$ cat src/assert_macros.svh
// Assertion macros shared by the incline estimator RTL.
`ifndef ASSERT_MACROS_SVH
`define ASSERT_MACROS_SVH

// Check a property on every clock edge outside reset.
`define BFRI_ASSERT(lbl, prop, msg) \
  lbl: assert property (@(posedge clk) disable iff (rst) (prop)) else $error(msg);

// Check that a condition is followed by another on the next clock edge.
`define BFRI_ASSERT_NEXT(lbl, ante, cons, msg) \
  lbl: assert property (@(posedge clk) disable iff (rst) (ante) |=> (cons)) else $error(msg);

`endif

$ cat src/bfri_pkg.sv
// Types, constants and the arctangent table of the incline estimator.
`default_nettype none

package bfri_pkg;

  localparam int MUL_W      = 64;
  localparam int PROD_W     = 128;
  localparam int Q_W        = 25;
  localparam int Q_MSB      = 24;
  localparam int Z_W        = 27;
  localparam int CORD_LAST  = 23;
  localparam int NORM_TOP   = 59;
  localparam int ROUND_ADD  = 1024;
  localparam int ANGLE_LSB  = 11;
  localparam int ANGLE_W    = 16;

  typedef enum logic [3:0] {
    OP_NONE,
    OP_TAKE,
    OP_ACC,
    OP_MSTART,
    OP_MSAVE,
    OP_CLR_RUN,
    OP_DIV_STEP,
    OP_KEEP,
    OP_CORD_LOAD,
    OP_NORM_STEP,
    OP_CORD_STEP,
    OP_OUT
  } dp_op_t;

  typedef enum logic [2:0] {
    P_N_SXX,
    P_SX_SX,
    P_N_SYY,
    P_SY_SY,
    P_N_SXY,
    P_SX_SY,
    P_COV_SQ,
    P_VAR_PROD
  } prod_sel_t;

  typedef enum logic [3:0] {
    S_IDLE,
    S_ACC,
    S_DECIDE,
    S_MSTART,
    S_MWAIT,
    S_MSAVE,
    S_CHECK,
    S_DIV,
    S_KEEP,
    S_POST,
    S_FIN,
    S_NORM,
    S_CORD,
    S_OUT
  } ctrl_state_t;

  typedef struct packed {
    dp_op_t    op;
    prod_sel_t sel;
  } dp_cmd_t;

  typedef struct packed {
    logic run_empty;
    logic box_sep;
    logic box_last;
    logic mul_busy;
    logic var_zero;
    logic div_last;
    logic norm_done;
    logic cord_last;
    logic have_best;
    logic out_free;
  } dp_status_t;

  // atan(2^-i) with 24 fraction bits
  function automatic logic [Z_W-1:0] atan_step(input logic [4:0] idx);
    logic [Z_W-1:0] v;
    case (idx)
      5'd0:  v = Z_W'(13176795);
      5'd1:  v = Z_W'(7778716);
      5'd2:  v = Z_W'(4110060);
      5'd3:  v = Z_W'(2086331);
      5'd4:  v = Z_W'(1047214);
      5'd5:  v = Z_W'(524117);
      5'd6:  v = Z_W'(262123);
      5'd7:  v = Z_W'(131069);
      5'd8:  v = Z_W'(65536);
      5'd9:  v = Z_W'(32768);
      5'd10: v = Z_W'(16384);
      5'd11: v = Z_W'(8192);
      5'd12: v = Z_W'(4096);
      5'd13: v = Z_W'(2048);
      5'd14: v = Z_W'(1024);
      5'd15: v = Z_W'(512);
      5'd16: v = Z_W'(256);
      5'd17: v = Z_W'(128);
      5'd18: v = Z_W'(64);
      5'd19: v = Z_W'(32);
      5'd20: v = Z_W'(16);
      5'd21: v = Z_W'(8);
      5'd22: v = Z_W'(4);
      5'd23: v = Z_W'(2);
      default: v = '0;
    endcase
    return v;
  endfunction

endpackage

`default_nettype wire

$ cat src/bfri_ctrl.sv
// Controller state machine sequencing box intake, run end and angle.
`default_nettype none
`include "assert_macros.svh"

module bfri_ctrl (
  input  wire logic                 clk,
  input  wire logic                 rst,
  input  wire logic                 in_valid,
  output logic                      in_stall,
  output bfri_pkg::dp_cmd_t         cmd,
  input  wire bfri_pkg::dp_status_t status
);
  import bfri_pkg::*;

  ctrl_state_t state, state_next;
  prod_sel_t   sel, sel_next;

  // state register
  always_ff @(posedge clk) begin
    if (rst) begin
      state <= S_IDLE;
      sel   <= P_N_SXX;
    end else begin
      state <= state_next;
      sel   <= sel_next;
    end
  end

  assign in_stall = (state != S_IDLE);

  // next state and commands
  always_comb begin
    state_next = state;
    sel_next   = sel;
    cmd.op     = OP_NONE;
    cmd.sel    = sel;
    case (state)
      S_IDLE: begin
        if (in_valid) begin
          cmd.op     = OP_TAKE;
          state_next = S_ACC;
        end
      end
      S_ACC: begin
        cmd.op     = OP_ACC;
        state_next = S_DECIDE;
      end
      S_DECIDE: begin
        if ((status.box_sep || status.box_last) && !status.run_empty) begin
          sel_next   = P_N_SXX;
          state_next = S_MSTART;
        end else if (status.box_last) begin
          state_next = S_FIN;
        end else begin
          state_next = S_IDLE;
        end
      end
      S_MSTART: begin
        cmd.op     = OP_MSTART;
        state_next = S_MWAIT;
      end
      S_MWAIT: begin
        if (!status.mul_busy) begin
          state_next = S_MSAVE;
        end
      end
      S_MSAVE: begin
        cmd.op = OP_MSAVE;
        if (sel == P_VAR_PROD) begin
          state_next = S_CHECK;
        end else begin
          sel_next   = prod_sel_t'(sel + 3'd1);
          state_next = S_MSTART;
        end
      end
      S_CHECK: begin
        cmd.op     = OP_CLR_RUN;
        state_next = status.var_zero ? S_POST : S_DIV;
      end
      S_DIV: begin
        cmd.op = OP_DIV_STEP;
        if (status.div_last) begin
          state_next = S_KEEP;
        end
      end
      S_KEEP: begin
        cmd.op     = OP_KEEP;
        state_next = S_POST;
      end
      S_POST: begin
        state_next = status.box_last ? S_FIN : S_IDLE;
      end
      S_FIN: begin
        cmd.op     = OP_CORD_LOAD;
        state_next = status.have_best ? S_NORM : S_OUT;
      end
      S_NORM: begin
        cmd.op = OP_NORM_STEP;
        if (status.norm_done) begin
          state_next = S_CORD;
        end
      end
      S_CORD: begin
        cmd.op = OP_CORD_STEP;
        if (status.cord_last) begin
          state_next = S_OUT;
        end
      end
      S_OUT: begin
        if (status.out_free) begin
          cmd.op     = OP_OUT;
          state_next = S_IDLE;
        end
      end
      default: begin
        state_next = S_IDLE;
      end
    endcase
  end

  `BFRI_ASSERT_NEXT(a_mul_starts, cmd.op == OP_MSTART, status.mul_busy, "multiplier did not start")
  `BFRI_ASSERT(a_out_free, (cmd.op == OP_OUT) |-> status.out_free, "result overwrites a waiting word")
  `BFRI_ASSERT(a_div_vars, (state == S_DIV) |-> !status.var_zero, "divide on a zero variance")

endmodule

`default_nettype wire

$ cat config.mk
export PLATFORM = sky130hd
export DESIGN_NAME = bfri_ctrl
export DESIGN_NICKNAME = d
export VERILOG_FILES = /design/src/bfri_pkg.sv /design/src/bfri_ctrl.sv
export VERILOG_INCLUDE_DIRS = /design/src /design/src/src
export SDC_FILE = /design/constraint.sdc
export NUM_CORES = 1
export LEC_CHECK = 0
export ABC_AREA = 1
export ABC_CLOCK_PERIOD_IN_PS = 3300
export BUFFER_PORTS_ARGS = -buffer_cell sky130_fd_sc_hd__buf_2
export CAP_MARGIN = 10
export CORE_MARGIN = 3
export CORE_UTILIZATION = 40
export DETAILED_ROUTE_END_ITERATION = 10
export HOLD_SLACK_MARGIN = 0.08
export SETUP_SLACK_MARGIN = 0.1
export SLEW_MARGIN = 20
export SYNTH_ARGS = -nofsm -noshare
export SYNTH_HDL_FRONTEND = slang
export SYNTH_SLANG_ARGS = --single-unit
$ cat constraint.sdc
create_clock -name clk -period 3.3 [get_ports clk]
set_clock_uncertainty 0.1 [all_clocks]
set_input_delay 0.33 -clock clk [delete_from_list [all_inputs] [get_ports clk]]
set_output_delay 0.33 -clock clk [all_outputs]
set_load 0.02 [all_outputs]
Word level (Yosys, flattened, before mapping)
Cells that the tools add are included.
Widths: inputs -> output; s select.
{ "totals": {"register_bits": 7, "inputBits": 13, "output_inout_bits": 8} }
{ "op_classes": {"add_sub_neg": 1, "eq_ne": 22, "n_mux": 18, "n_reduce_logical": 8} }
{ "op_table": {"columns": ["cell", "n"], "rows": [
  ["$pmux 4 s14", 1],
  ["$pmux 4 s11", 1],
  ["$mux 4", 10],
  ["$eq 4x4->1 const B", 6],
  ["$eq 4x3->1 const B", 4],
  ["$ne 2x2->1 const B", 8],
  ["$mux 3", 4],
  ["$eq 4x2->1 const B", 2],
  ["$pmux 3 s2", 1],
  ["$reduce_and 6->1", 1],
  ["$eq 4x1->1 const B", 1],
  ["$logic_not 4->1", 1],
  ["$reduce_bool 4->1", 1],
  ["$add 3x1->3 const B", 1],
  ["$eq 3x3->1 const B", 1],
  ["$reduce_and 3->1", 1],
  ["$reduce_bool 2->1", 1],
  ["$logic_and 1x1->1", 1],
  ["$logic_not 1->1", 1],
  ["$logic_or 1x1->1", 1],
  ["$mux 1", 1]
]} }

Longest topological paths before layout
Gate-level depths: netlist of the first run.
{ "logic_depth": {"word_depth": 4, "ltp_mapped": 9} }

Worst setup path after synthesis of the first run
No wires, ideal clock.
{ "synth_path": {"kind": "register to output", "start": "reg state[1]", "end": "out cmd[3] in the netlist's numbering", "arrival_time_ns": 1.175, "t_required_ns": 2.870, "slack_ns": 1.695, "path_stages_with_launch": 6, "cell_sequence": "dfxtp_1 inv_2 nand2_1 nor3_1 inv_1 o211ai_1"} }
{ "synth_rtl": {"columns": ["item", "line", "rtl"], "rows": [
  ["start: declaration", "bfri_ctrl.sv:15", "ctrl_state_t state, state_next;"],
  ["start signal: assignment", "bfri_ctrl.sv:24", "state <= state_next;"],
  ["end: declaration", "bfri_ctrl.sv:10", "output bfri_pkg::dp_cmd_t cmd,"]
]} }

==> flow_summary_export.csv, run 1 <==
group,metric,value,unit
timing,slew_headroom,74.0,%
grt,grt-busiest-layer,"met2",
drt,drtAntennaViolNets,0,
floorplanning,placementRows,14,
clock_network,cts_sinks,7,
grt,grt_antenna_before_repair,0,
outcome,status,"complete, no violations",
layout,multiInputGateArea,465,um^2
job,maxCapViolCount,0,
clock_network,insertion_delay,0.25,ns
timing,hold_viol,0,
yosys,syn_nets,147,
yosys,avgSynthCellArea,5.18,um^2
drt,firstDrtPassIters,4,
layout,drive_gt1_share,21.2,%
setup_path,crit_type,"register to output port",
grt,grt_max_degree,8,
floorplanning,core,0.00156,mm^2
clock_network,clock_path_buffers,2,
clock_network,cts_made_buffers,3,
clock_network,cts.htree.levels,1,
place,place.port_buffers,20,
place,place_area,805,um^2
yosys,ys_seq_area_share,20.5,%
floorplanning,dieArea,0.00224,mm^2
timing,rsz0062_at_grt,"false",
floorplanning,die-height,47.4,um
clock_network,ctsResizeCount,0,
place,dp_hpwl,1570,um
yosys,synth.distinct_cells,14,
layout,final_cell_area,831,um^2
grt,grt-ovfl-total,0,
grt,grt_usage,18.9,%
timing,max_freq,507,MHz
worst_hold_path,hold_class,"input pin to register",
timing,setup_viol,0,
drt,drc_errors,0,
drt,routed_wl,1940,um
grt,use_met1,26.2,%
drt,first_iter_violations,44,
layout,nFillCells,169,
timing,setup_tns,0,ns
layout,final_cell_mix,"nand2_1 (45), nor2_1 (22), buf_2 (20)",
floorplanning,fp.dieW,47.4,um
clock_network,cts_setup_buffers,0,
pwr,power_density,619,mW/mm^2
layout,seq_area,140,um^2
pwr,p_leak,0.471,nW
floorplanning,start_util,43.9,%
clock_network,hold_buffers,0,
setup_path,cp_max_fo,7,
timing,whs,0.226,ns
drt,vias,868,
yosys,yosysWarnings,0,
timing,worstMarginPinSlew,0.389,ns
setup_path,cp.arrival,1.54,ns
grt,grt_pass1_wl,2940,um
timing,maxSlewViolCount,0,
clock_network,cts.clk_slew.worst_paths,0.05,ns
layout,final_common_cell,"nand2_1",
layout,nets,172,
floorplanning,pin_count,21,
yosys,netlist_instances,132,
setup_path,start_kind,"register",
drt,vias_per_cell,5.05,
clock_network,cts_tree,"done",
pwr,peakVddDrop,331,uV
timing,fin_crit,1.97,ns
grt,grt_pass1_vias,681,
yosys,synth_seq_cells,7,
setup_path,critPathRequiredTime,2.87,ns
layout,area_delta_synth_final,21.4,%
timing,fin_crit_sh,59.8,%
place,routabilityCongestion,0.995,
drt,wire_per_inst,11.3,um
layout,diodes,0,
grt,grt_util_met2,28.1,%
setup_path,end_kind,"output port",
grt,use_met3,2.30,%
yosys,syn_area,684,um^2
clock_network,cts_root_buf,"clkbuf_4",
-- per-layer routing --
metal	vias up	wire [um]
li1	461	-
met1	370	934
met2	31	843
met3	6	122
met4	0	39
met5	-	0
-- flip-flops by register name, summed over array words and instances (netlist names) --
register	count
sel	3
state	4
-- cells in the mapped netlist --
library cell	n	share of area, %
nand2_1	45	25
nor2_1	22	12
nor3_1	3	2.2
a21oi_1	8	5.9
nand4_1	3	2.7
nor2_2	5	4.6
inv_1	17	9.3
inv_2	4	2.2
o21ai_0	5	3.7
nand3_1	9	6.6
ha_1	2	3.7
dfxtp_1	7	20
nand2_2	1	0.91
o211ai_1	1	1.1
-- cell type report --
cell class	count	area share (%)
Timing Repair Buffer	20	12.0
Sequential cell	7	16.9
Inverter	21	9.49
Tap cell	16	2.41
Clock buffer	4	3.16
Multi-Input combinational cell	104	56.0
-- per-stage QoR --
| stage | utilization, % | setup slack, ns | cells | total power [mW] |
|---|---|---|---|---|
| 5_1_grt | 53.3 | 1.17 | 172 | 0.556 |
| 3_5_place_dp | 51.6 | 1.61 | 168 | 0.430 |
| 6_report | 53.3 | 1.33 | 172 | 0.514 |
| 4_1_cts | 53.3 | 1.32 | 172 | 0.513 |
| 2_1_floorplan | - | 1.70 | 132 | 0.340 |
| 3_3_place_gp | 51.6 | 1.63 | 168 | 0.435 |
-- power by group --
| part | internal [mW] | switching [mW] | total, mW |
|---|---|---|---|
| logic | 0.0948 | 0.215 | 0.309 |
| clock network | 0.0463 | 0.0335 | 0.0797 |
| registers | 0.0996 | 0.0255 | 0.125 |
-- critical path: stages (launching register included) --
cell,delay [ns]
dfxtp_1,0.42
inv_1,0.09
nand2_1,0.15
nor2_1,0.08
inv_1,0.07
nand2_1,0.06
nor3_1,0.14
o211ai_1,0.10
buf_2,0.17
-- cell families (layout without fill, tap and decap cells) --
family          Yosys count  in the layout  synth area share (%)
simple gates             88             88                  53.7
buf+inv                  21             45                  11.5
compound gates           14             14                  10.6
flops                     7              7                  20.5
fa+ha+maj                 2              2                  3.66
-- path summary, 6_finish.rpt --
| check | from | end | slack (ns) | cells past startpoint |
|---|---|---|---|---|
| max | state[2] | cmd[3] | 1.33 | 8 |
| min | rst | state[1] | 0.23 | 2 |
| max reg2reg | state[3] | state[2] | 1.73 | 8 |
| min reg2reg | sel[1] | sel[1] | 0.38 | 2 |
Power figures use the tool's default switching activity.
==> run 2, diff against run 1 <==
--- a/config.mk
+++ b/config.mk
@@ -7,7 +7,7 @@
 export NUM_CORES = 1
 export LEC_CHECK = 0
 export ABC_AREA = 1
-export ABC_CLOCK_PERIOD_IN_PS = 3300
+export ABC_CLOCK_PERIOD_IN_PS = 1900
 export BUFFER_PORTS_ARGS = -buffer_cell sky130_fd_sc_hd__buf_2
 export CAP_MARGIN = 10
 export CORE_MARGIN = 3
==> constraint.sdc (replaced) <==
create_clock -name clk -period 1.9 [get_ports clk]
set_clock_uncertainty 0.1 [all_clocks]
set_input_delay 0.19 -clock clk [delete_from_list [all_inputs] [get_ports clk]]
set_output_delay 0.19 -clock clk [all_outputs]
set_load 0.02 [all_outputs]
==> flow_summary_export.csv, run 2 (synthesis gave the netlist of run 1 again) <==
group,metric,value,unit
pwr,switching_share,52.4,%
timing,worstMarginPinSlew,0.368,ns
layout,top_register,"state",
clock_network,cts.htree.levels,1,
pwr,pwr-share-comb,60.5,%
clock_network,cts_made_buffers,3,
layout,diodes,0,
setup_path,critPathRequiredTime,1.61,ns
layout,seq_area,148,um^2
grt,grt_usage,18.9,%
layout,area_delta_synth_final,26.5,%
pwr,p_int,438,uW
timing,fin_crit_sh,89.2,%
drt,firstDrtPassIters,4,
floorplanning,dieArea,0.00224,mm^2
layout,top_regs,"state x4, sel x3",
pwr,power_density,1060,mW/mm^2
layout,nFillCells,166,
timing,max_freq,590,MHz
outcome,status,"complete, no violations",
clock_network,clock_path_buffers,2,
pwr,peakVddDrop,584,uV
worst_hold_path,min_path_cells,5,
clock_network,cts.clk_slew.worst_paths,0.05,ns
grt,grt_max_degree,8,
drt,vias,875,
grt,grt_antenna_before_repair,0,
drt,drtAntennaViolNets,0,
setup_path,reg2reg_to,"state[2]",
grt,grt-ovfl-total,0,
timing,slew_headroom,75.3,%
floorplanning,pin_count,21,
setup_path,r2r.worst_path.cells,9,
layout,final_core_util,55.5,%
floorplanning,core,0.00156,mm^2
grt,grt_pass1_wl,2940,um
floorplanning,fp.dieW,47.4,um
drt,vias_per_cell,5.06,
floorplanning,start_util,43.9,%
timing,fin_crit,1.69,ns
pwr,p_leak,0.479,nW
job,maxCapViolCount,0,
layout,largest_reg_flops,4,
clock_network,cts_sinks,7,
floorplanning,placementRows,14,
place,place.port_buffers,20,
timing,rsz0062_at_grt,"false",
drt,routed_wl,1960,um
timing,maxSlewViolCount,0,
timing,hold_viol,0,
layout,final_common_cell,"nand2_1",
pwr,seqPwrFrac,24.5,%
clock_network,cts_root_buf,"clkbuf_4",
setup_path,start_kind,"register",
setup_path,cp.arrival,1.40,ns
pwr,power.switching,482,uW
worst_hold_path,hold_path_end,"state[1]",
timing,setup_tns,0,ns
place,routabilityCongestion,0.995,
setup_path,r2r_slack,0.41,ns
setup_path,cp_max_fo,7,
layout,nets,173,
worst_hold_path,hold_class,"input pin to register",
layout,drive_gt1_share,26.1,%
drt,first_iter_violations,45,
clock_network,cts_tree,"done",
floorplanning,die-height,47.4,um
clock_network,insertion_delay,0.25,ns
layout,final_cell_mix,"nand2_1 (43), nor2_1 (22), buf_2 (19)",
timing,setup_viol,0,
drt,drc_errors,0,
setup_path,rr_startpoint,"state[2]",
setup_path,crit_type,"register to output port",
place,dp_hpwl,1570,um
setup_path,end_kind,"output port",
grt,grt_pass1_vias,681,
layout,multiInputGateArea,480,um^2
pwr,pwr-share-clk,15.0,%
worst_hold_path,hp-start,"status[1]",
drt,wire_per_inst,11.3,um
run 2: cell count changes in the layout (fill, tap and decap cells not counted), moves of 2 or more:
| cell | previous run | this run |
|---|---|---|
| nor3_2 | 0 | 2 |
| dfxtp_2 | 0 | 3 |
| nand2_2 | 1 | 3 |
| nand2_1 | 45 | 43 |
| dfxtp_1 | 7 | 3 |
| nor3_1 | 3 | 1 |
run 2: how the worst max path moves through the flow:
stage,from,endpoint,slack (ns)
after CTS,state[3],cmd[3],0.11
after floorplan,state[1],cmd[3],0.44
after detailed placement,state[2],cmd[3],0.35
after global routing,state[2],cmd[3],0.11
final,state[2],cmd[3],0.21
after global placement,state[1],cmd[3],0.37
run 2: per-layer routing:
metal	GRT usage, %	wire length [um]	up-vias
li1	-	-	462
met1	26.2	910	372
met2	28.1	865	37
met3	2.30	146	4
met4	9.94	33	0
met5	0	0	-
run 2: worst max-delay path, stage by stage, from the launching register on:
cell,delay (ns)
dfxtp_4,0.36
inv_1,0.09
nand2_2,0.09
nor2_1,0.27
nor3_2,0.09
o211ai_1,0.09
buf_4,0.17
run 2: final cells by class:
class,instances,area share [%]
multi-input cells,104,55.5
inverters,21,9.10
flip-flops and latches,7,17.1
repair buffers,21,13.0
clock buffers,4,3.03
well taps,16,2.31
run 2: stage by stage:
stage,setup slack [ns],cells,power [mW],cell area (um^2),hold slack [ns]
2_1_floorplan,0.435,132,0.591,684,0.159
3_3_place_gp,0.372,168,0.756,805,0.353
3_5_place_dp,0.346,168,0.747,805,0.352
4_1_cts,0.108,173,0.899,845,0.212
5_1_grt,0.107,173,0.993,866,0.270
6_report,0.206,173,0.920,866,0.221
run 2: power groups by stage:
| stage | clock network (mW) | registers [mW] | logic, mW |
|---|---|---|---|
| 2_1_floorplan | 0 | 0.212 | 0.379 |
| 3_3_place_gp | 0 | 0.218 | 0.538 |
| 3_5_place_dp | 0 | 0.220 | 0.527 |
| 4_1_cts | 0.146 | 0.222 | 0.532 |
| 5_1_grt | 0.152 | 0.228 | 0.613 |
| 6_report | 0.138 | 0.225 | 0.556 |
run 2: what timing repair did:
item	in CTS	in global routing
buffers inserted	0	0
hold buffers	1	0
gates resized for setup	3	7
hold endpoints to repair	4	0
setup endpoints to repair	1	2
